<file path="src/design/bee_pkg.sv">
// ----------------------------------------------------------------------------
// bee_pkg
// types and character codes for the boolean expression evaluator
// ----------------------------------------------------------------------------
`default_nettype none

package bee_pkg;

	localparam int DEPTH_W = 6;
	localparam logic [DEPTH_W-1:0] DEPTH_SAT = '1;

	localparam logic [7:0] CH_TRUE = 8'h74;
	localparam logic [7:0] CH_NOT  = 8'h21;
	localparam logic [7:0] CH_OPEN = 8'h28;
	localparam logic [7:0] CH_OR   = 8'h7c;

	typedef enum logic [2:0] {
		PH_START = 3'd0,
		PH_OPEN  = 3'd1,
		PH_A     = 3'd2,
		PH_A_NEG = 3'd3,
		PH_OPER  = 3'd4,
		PH_B     = 3'd5,
		PH_B_NEG = 3'd6,
		PH_CLOSE = 3'd7
	} phase_t;

	typedef struct packed {
		logic neg;
		logic op_or;
		logic val;
		logic second;
	} frame_t;

endpackage

`default_nettype wire

</file>
<file path="src/design/boolean_expression_evaluator_top.sv">
// ----------------------------------------------------------------------------
// boolean_expression_evaluator_top
// a character is registered on accept and parsed from the input register;
//   the result of a closing character is then held in the result register
// throughput: one character per cycle, set by the single parse stage; the
//   input stalls only while a finished result waits and the next one is ready
// reset: arst_n clears control state and the parser waits for a start request
// ----------------------------------------------------------------------------
`default_nettype none

module boolean_expression_evaluator_top #(
	parameter int MAX_DEPTH = 16
) (
	input  wire logic       clk,
	input  wire logic       arst_n,
	input  wire logic       req_valid,
	output logic            req_stall,
	input  wire logic [7:0] ch,
	input  wire logic       start_req,
	output logic            rsp_valid,
	input  wire logic       rsp_stall,
	output logic            value,
	output logic            overflow
);

	localparam int AW = (MAX_DEPTH > 1) ? $clog2(MAX_DEPTH) : 1;
	localparam int DW = bee_pkg::DEPTH_W;
	localparam logic [DW-1:0] MAX_D = DW'(MAX_DEPTH);

	logic [7:0] ch_s1;
	logic       start_s1;
	logic       valid_s1;

	bee_pkg::phase_t phase_q;
	logic [DW-1:0]   depth_q;
	logic            neg_q;
	logic            ovf_q;
	logic            wait_q;
	logic            acc_val_q;
	logic            acc_or_q;

	bee_pkg::frame_t stack_q [MAX_DEPTH];

	logic            rsp_valid_q;
	logic            value_q;
	logic            overflow_q;

	bee_pkg::phase_t ph_c;
	logic [DW-1:0]   depth_c;
	logic            neg_c;
	logic            ovf_c;
	logic            acc_val_c;
	logic            acc_or_c;
	logic            active;

	bee_pkg::phase_t phase_n;
	logic [DW-1:0]   depth_n;
	logic            neg_n;
	logic            ovf_n;
	logic            wait_n;
	logic            acc_val_n;
	logic            acc_or_n;
	logic            push;
	logic [AW-1:0]   push_idx;
	bee_pkg::frame_t push_frame;

	logic            emit;
	logic            res_value;
	logic            res_ovf;
	logic            advance;

	// start request discards the partial parse
	assign active    = start_s1 | ~wait_q;
	assign ph_c      = start_s1 ? bee_pkg::PH_START : phase_q;
	assign depth_c   = start_s1 ? '0 : depth_q;
	assign neg_c     = start_s1 ? 1'b0 : neg_q;
	assign ovf_c     = start_s1 ? 1'b0 : ovf_q;
	assign acc_val_c = start_s1 ? 1'b0 : acc_val_q;
	assign acc_or_c  = start_s1 ? 1'b0 : acc_or_q;

	always_comb begin
		logic            is_var;
		logic            enter;
		logic            enter_second;
		logic            enter_neg;
		logic            dl;
		logic            dl_second;
		logic            dl_val;
		logic [DW-1:0]   dec;
		bee_pkg::frame_t pop_frame;

		is_var       = (ch_s1 == bee_pkg::CH_TRUE);
		enter        = 1'b0;
		enter_second = 1'b0;
		enter_neg    = 1'b0;
		dl           = 1'b0;
		dl_second    = 1'b0;
		dl_val       = 1'b0;
		dec          = depth_c - DW'(1);
		pop_frame    = '0;
		push         = 1'b0;
		push_idx     = depth_c[AW-1:0];
		push_frame   = '0;

		phase_n   = phase_q;
		depth_n   = depth_q;
		neg_n     = neg_q;
		ovf_n     = ovf_q;
		wait_n    = wait_q;
		acc_val_n = acc_val_q;
		acc_or_n  = acc_or_q;

		if (active) begin
			phase_n   = ph_c;
			depth_n   = depth_c;
			neg_n     = neg_c;
			ovf_n     = ovf_c;
			wait_n    = 1'b0;
			acc_val_n = acc_val_c;
			acc_or_n  = acc_or_c;

			case (ph_c)
				bee_pkg::PH_START: begin
					if (ch_s1 == bee_pkg::CH_NOT) begin
						neg_n   = 1'b1;
						phase_n = bee_pkg::PH_OPEN;
					end else begin
						phase_n = bee_pkg::PH_A;
					end
				end
				bee_pkg::PH_OPEN: begin
					phase_n = bee_pkg::PH_A;
				end
				bee_pkg::PH_A, bee_pkg::PH_B: begin
					if (ch_s1 == bee_pkg::CH_NOT) begin
						phase_n = (ph_c == bee_pkg::PH_B) ? bee_pkg::PH_B_NEG
							: bee_pkg::PH_A_NEG;
					end else if (ch_s1 == bee_pkg::CH_OPEN) begin
						enter        = 1'b1;
						enter_second = (ph_c == bee_pkg::PH_B);
					end else begin
						dl        = 1'b1;
						dl_second = (ph_c == bee_pkg::PH_B);
						dl_val    = is_var;
					end
				end
				bee_pkg::PH_A_NEG, bee_pkg::PH_B_NEG: begin
					if (ch_s1 == bee_pkg::CH_OPEN) begin
						enter        = 1'b1;
						enter_second = (ph_c == bee_pkg::PH_B_NEG);
						enter_neg    = 1'b1;
					end else begin
						dl        = 1'b1;
						dl_second = (ph_c == bee_pkg::PH_B_NEG);
						dl_val    = ~is_var;
					end
				end
				bee_pkg::PH_OPER: begin
					acc_or_n = (ch_s1 == bee_pkg::CH_OR);
					phase_n  = bee_pkg::PH_B;
				end
				bee_pkg::PH_CLOSE: begin
					if (depth_c == '0) begin
						wait_n  = 1'b1;
						phase_n = bee_pkg::PH_START;
					end else begin
						depth_n = dec;
						if (dec < MAX_D) begin
							pop_frame = stack_q[dec[AW-1:0]];
						end
						acc_val_n = pop_frame.val;
						acc_or_n  = pop_frame.op_or;
						dl        = 1'b1;
						dl_second = pop_frame.second;
						dl_val    = acc_val_c ^ pop_frame.neg;
					end
				end
				default: begin
					phase_n = bee_pkg::PH_START;
				end
			endcase

			if (enter) begin
				push_frame.neg    = enter_neg;
				push_frame.op_or  = acc_or_c;
				push_frame.val    = acc_val_c;
				push_frame.second = enter_second;
				if (depth_c < MAX_D) begin
					push = 1'b1;
				end else begin
					ovf_n = 1'b1;
				end
				if (depth_c != bee_pkg::DEPTH_SAT) begin
					depth_n = depth_c + DW'(1);
				end else begin
					ovf_n = 1'b1;
				end
				acc_val_n = 1'b0;
				acc_or_n  = 1'b0;
				phase_n   = bee_pkg::PH_A;
			end

			if (dl) begin
				if (dl_second) begin
					acc_val_n = acc_or_n ? (acc_val_n | dl_val) : (acc_val_n & dl_val);
					phase_n   = bee_pkg::PH_CLOSE;
				end else begin
					acc_val_n = dl_val;
					phase_n   = bee_pkg::PH_OPER;
				end
			end
		end
	end

	always_comb begin
		emit      = valid_s1 && active && (ph_c == bee_pkg::PH_CLOSE) && (depth_c == '0);
		res_value = acc_val_c ^ neg_c;
		res_ovf   = ovf_c;
	end

	assign advance   = valid_s1 && (!emit || !rsp_valid_q || !rsp_stall);
	assign req_stall = valid_s1 && !advance;

	// input register
	always_ff @(posedge clk or negedge arst_n) begin
		if (!arst_n) begin
			valid_s1 <= 1'b0;
		end else if (!req_stall) begin
			valid_s1 <= req_valid;
		end
	end

	always_ff @(posedge clk) begin
		if (req_valid && !req_stall) begin
			ch_s1    <= ch;
			start_s1 <= start_req;
		end
	end

	// parser state
	always_ff @(posedge clk or negedge arst_n) begin
		if (!arst_n) begin
			phase_q   <= bee_pkg::PH_START;
			depth_q   <= '0;
			neg_q     <= 1'b0;
			ovf_q     <= 1'b0;
			wait_q    <= 1'b1;
			acc_val_q <= 1'b0;
			acc_or_q  <= 1'b0;
		end else if (advance) begin
			phase_q   <= phase_n;
			depth_q   <= depth_n;
			neg_q     <= neg_n;
			ovf_q     <= ovf_n;
			wait_q    <= wait_n;
			acc_val_q <= acc_val_n;
			acc_or_q  <= acc_or_n;
		end
	end

	// frame stack
	always_ff @(posedge clk) begin
		if (advance && push) begin
			stack_q[push_idx] <= push_frame;
		end
	end

	// result register
	always_ff @(posedge clk or negedge arst_n) begin
		if (!arst_n) begin
			rsp_valid_q <= 1'b0;
		end else if (advance && emit) begin
			rsp_valid_q <= 1'b1;
		end else if (!rsp_stall) begin
			rsp_valid_q <= 1'b0;
		end
	end

	always_ff @(posedge clk) begin
		if (advance && emit) begin
			value_q    <= res_value;
			overflow_q <= res_ovf;
		end
	end

	assign rsp_valid = rsp_valid_q;
	assign value     = value_q;
	assign overflow  = overflow_q;

endmodule

`default_nettype wire

</file>
<file path="config.mk">
export PLATFORM = sky130hd
export DESIGN_NAME = boolean_expression_evaluator_top
export DESIGN_NICKNAME = d
export VERILOG_FILES = /design/src/design/bee_pkg.sv /design/src/design/boolean_expression_evaluator_top.sv
export SDC_FILE = /design/constraint.sdc
export NUM_CORES = 1
export LEC_CHECK = 0
export ABC_AREA = 1
export ABC_CLOCK_PERIOD_IN_PS = 2900
export BUFFER_PORTS_ARGS = -buffer_cell sky130_fd_sc_hd__buf_2
export CORE_ASPECT_RATIO = 0.75
export CORE_MARGIN = 2
export CORE_UTILIZATION = 40
export DETAILED_ROUTE_END_ITERATION = 10
export GPL_ROUTABILITY_DRIVEN = 0
export GPL_TIMING_DRIVEN = 1
export SYNTH_ARGS = -nofsm -noshare
export SYNTH_HDL_FRONTEND = slang
export SYNTH_SLANG_ARGS = --single-unit
</file>
<file path="constraint.sdc">
create_clock -name clk -period 2.9 [get_ports clk]
set_input_delay 0.58 -clock clk [delete_from_list [all_inputs] [get_ports clk]]
set_output_delay 0.58 -clock clk [all_outputs]
set_load 0.05 [all_outputs]
</file>
==> run_summary.xml <==
<?xml version="1.0" encoding="UTF-8"?>
<metrics>
  <group name="logic_synthesis">
    <metric name="netlist-cell-type-count" unit="">34</metric>
    <metric name="syn_area_cell" unit="µm²">9.02</metric>
    <metric name="syn_inst" unit="">498</metric>
    <metric name="syn-cell-area" unit="µm²">4490</metric>
    <metric name="dominantRegCellSynth" unit="">edfxtp_1</metric>
    <metric name="yosys_warnings" unit="">0</metric>
    <metric name="count_of_state_elements_after_synthesis" unit="">91</metric>
    <metric name="yosys.cell_count.top_type" unit="">nand2_1</metric>
    <metric name="top_area_cell_type_share_of_the_netlist_area" unit="%">50.1</metric>
    <metric name="synthTopCellsByArea" unit="">edfxtp_1 (50%), nand2_1 (8.9%), dfrtp_1 (8.4%)</metric>
    <metric name="ys_seq_area_share" unit="%">59.1</metric>
    <metric name="synthesis.nets" unit="">511</metric>
    <metric name="async_flop_share" unit="%">17.6</metric>
    <metric name="synth_commonest_cells" unit="">nand2_1 (106), nor2_1 (94), edfxtp_1 (75)</metric>
    <metric name="synth-edff-count" unit="">75</metric>
    <metric name="synth_top_cell_by_area" unit="">edfxtp_1</metric>
  </group>
  <group name="clocking">
    <metric name="clock_sinks" unit="">91</metric>
    <metric name="clkSlewWorstSetupHoldPaths" unit="ns">0.07</metric>
    <metric name="cts-htree-levels" unit="">3</metric>
    <metric name="clk_path_buf_depth" unit="">2</metric>
    <metric name="tritoncts_buffer_count" unit="">9</metric>
    <metric name="clock_latency" unit="ns">0.35</metric>
    <metric name="cts_root_buffer" unit="">clkbuf_16</metric>
    <metric name="cts_tree" unit="">built</metric>
    <metric name="postCtsHoldBufs" unit="">0</metric>
  </group>
  <group name="hold_path">
    <metric name="min-delay-path-class" unit="">in2async</metric>
  </group>
  <group name="worst_setup_path">
    <metric name="crit_path_start_kind" unit="">flop</metric>
    <metric name="timing.critical_path.to_type" unit="">flop</metric>
    <metric name="critPathMaxFanout" unit="">10</metric>
    <metric name="endpoint_arrival_time_on_the_critical_path" unit="ns">2.68</metric>
    <metric name="critical_path_class" unit="">reg2reg</metric>
    <metric name="worstPathRequired" unit="ns">2.92</metric>
  </group>
  <group name="power_and_ir_drop">
    <metric name="pint" unit="mW">2.15</metric>
    <metric name="sequential_share_of_power" unit="%">51.1</metric>
    <metric name="power-per-cell-area" unit="nW/µm²">578</metric>
    <metric name="power_frac_clock" unit="%">37.8</metric>
    <metric name="vdd_ir_drop_max" unit="V">0.000376</metric>
    <metric name="netSwitchingFraction" unit="%">26.9</metric>
    <metric name="p_switching" unit="mW">0.793</metric>
    <metric name="power.static_leakage" unit="nW">2.12</metric>
    <metric name="power_frac_comb" unit="%">11.1</metric>
  </group>
  <group name="timing">
    <metric name="fin_worst_skew" unit="ns">0.00985</metric>
    <metric name="report.final.hold_viol_count" unit="">0</metric>
    <metric name="minimum_period_implied_by_the_final_worst_setup_slack" unit="ns">2.66</metric>
    <metric name="min_period_over_period" unit="%">91.8</metric>
    <metric name="fin_tns_setup" unit="ns">0</metric>
    <metric name="final-max-slew-violation-count" unit="">0</metric>
    <metric name="setup_viol_count_final" unit="">0</metric>
    <metric name="setup_repair_after_global_routing_missed_its_margin" unit="">no</metric>
    <metric name="worst-slew-pin-transition" unit="ns">0.396</metric>
    <metric name="maxSlewHeadroom" unit="%">73.6</metric>
    <metric name="maxClockFrequency" unit="MHz">376</metric>
  </group>
  <group name="drt">
    <metric name="drt_wl_total" unit="mm">11.2</metric>
    <metric name="route.detailed.vias_per_inst" unit="">5.21</metric>
    <metric name="drt-pass1-iter-count" unit="">6</metric>
    <metric name="route.detailed.wl_per_inst" unit="µm">16.6</metric>
    <metric name="detail_route.drc_violations" unit="">0</metric>
    <metric name="ant_nets" unit="">0</metric>
    <metric name="vias" unit="">3510</metric>
    <metric name="drt-initial-drc-count" unit="">319</metric>
  </group>
  <group name="cells_and_area">
    <metric name="diodes" unit="">0</metric>
    <metric name="seqCellArea" unit="µm²">2650</metric>
    <metric name="finalCoreUtilization" unit="%">46.6</metric>
    <metric name="area_used_by_multi_input_combinational_logic" unit="µm²">1530</metric>
    <metric name="num-nets-final" unit="">542</metric>
    <metric name="synthToLayoutAreaGrowth" unit="%">13.4</metric>
    <metric name="n_fill_cell" unit="">1023</metric>
    <metric name="post_route_cells_drive_above_1_share" unit="%">15.2</metric>
  </group>
  <group name="outcome">
    <metric name="run_status" unit="">complete, no violations</metric>
  </group>
  <group name="floorplanning">
    <metric name="core_area" unit="µm²">10900</metric>
    <metric name="fp.dieArea" unit="µm²">12100</metric>
    <metric name="fp.dieH" unit="µm">95.8</metric>
    <metric name="initial_core_util" unit="%">41.1</metric>
    <metric name="width_of_the_die" unit="µm">126</metric>
    <metric name="io_pins" unit="">17</metric>
    <metric name="rows" unit="">33</metric>
  </group>
  <group name="global_routing">
    <metric name="grt_antenna_before_repair" unit="">0</metric>
    <metric name="grt-ovfl-total" unit="">0</metric>
    <metric name="grt_start_max_net_pins" unit="">20</metric>
    <metric name="first_global_vias" unit="">3197</metric>
    <metric name="grt_first_pass_wirelength" unit="mm">17.3</metric>
    <metric name="grt_util_all_layers" unit="%">19.3</metric>
  </group>
  <group name="job">
    <metric name="cap_viol_max_count" unit="">0</metric>
  </group>
  <group name="placement">
    <metric name="port_buffers" unit="">16</metric>
    <metric name="hpwl_dp" unit="mm">7.95</metric>
  </group>
</metrics>
-- area by class of cell --
type                    instances  share of cell area (%)
flip-flops and latches         91                    52.1
multi-input cells             327                    30.0
inverters                      69                    5.08
clock buffers                   9                    4.42
repair buffers                 31                    3.83
well taps                     140                    3.44
clock inverters                 7                    1.13
-- final timing paths --
kind,start,to,slack (ns),cells after the start
min in group clk,ch[1],ch_s1[1],0.40,1
worst max-delay path,start_s1,stack_q[14][1],0.24,14
worst min-delay path,arst_n,phase_q[0],0.14,1
max in group asynchronous,arst_n,wait_q,2.43,1
worst min register to register,depth_q[4],depth_q[4],0.49,2
worst max register to register,start_s1,stack_q[14][1],0.24,14
-- placed cells by master (no fill, tap or decap), types with 2 or more instances in the layout --
cell type / instances
nor2_2: 7
edfxtp_1: 75
inv_6: 3
buf_4: 15
clkbuf_16: 9
o21ai_1: 3
nor3_2: 2
nand2_2: 6
nand4_1: 9
nor3_1: 8
inv_1: 61
o211ai_1: 5
nor2_1: 93
nand2_1: 104
dfrtp_1: 15
a21oi_1: 3
o21ai_2: 2
nand3_1: 46
nand3_2: 3
o221ai_1: 2
o21ai_0: 22
buf_2: 15
or2_2: 2
inv_2: 8
-- critical path, cell delays in order (launching register included) --
cell      delay, ns
edfxtp_1       0.39
buf_4          0.20
nor2_4         0.15
inv_2          0.07
nor2_2         0.09
nand2_1        0.11
o21ai_2        0.13
inv_2          0.08
o21ai_4        0.20
inv_2          0.11
nor2_2         0.10
inv_2          0.08
nor2_8         0.12
nand3_2        0.17
nor2_1         0.32
-- per-layer routing --
layer	vias to the layer above	wire length, µm	GRT usage (%)
met1	1683	5540	28.4
li1	1707	-	-
met4	0	153	6.14
met3	10	835	4.95
met5	-	0	0
met2	110	4640	27.9
-- kinds of logic after synthesis --
family,after synthesis,synth area share [%]
compound gates,44,6.21
xor+xnor,1,0.195
flops,91,59.1
simple gates,282,27.5
buf+inv,80,7.07
-- repair_timing --
action | CTS | global route
buffers inserted | 0 | 0
setup endpoints to repair | 0 | 4
gates resized for setup | 0 | 4
-- flip-flops by register name, indices dropped and copies added, names as in the netlist --
| register | flops |
|---|---|
| acc_or_q | 1 |
| acc_val_q | 1 |
| ch_s1 | 8 |
| depth_q | 6 |
| neg_q | 1 |
| overflow | 1 |
| ovf_q | 1 |
| phase_q | 3 |
| rsp_valid | 1 |
| stack_q | 64 |
| start_s1 | 1 |
| valid_s1 | 1 |
| value | 1 |
| wait_q | 1 |
-- stage by stage --
stage | cell area [µm²] | power, mW | hold slack (ns) | cells | setup slack [ns]
finish | 5090 | 2.95 | 0.143 | 674 | 0.238
global placement | 4800 | 1.85 | 0.471 | 658 | 0.339
floorplan | 4490 | 1.76 | 0.284 | 498 | 0.472
global route | 5090 | 3.07 | 0.178 | 674 | 0.00197
detailed placement | 4800 | 1.85 | 0.474 | 658 | 0.263
CTS | 5080 | 2.96 | 0.159 | 674 | 0.146
-- power groups by stage --
| stage | Sequential, mW | Combinational [mW] | Clock [mW] |
|---|---|---|---|
| floorplan | 1.52 | 0.246 | 0 |
| global placement | 1.53 | 0.322 | 0 |
| detailed placement | 1.53 | 0.322 | 0 |
| CTS | 1.50 | 0.322 | 1.14 |
| global route | 1.51 | 0.371 | 1.19 |
| finish | 1.51 | 0.326 | 1.11 |
Note: power is estimated with default switching activity, not from simulation.
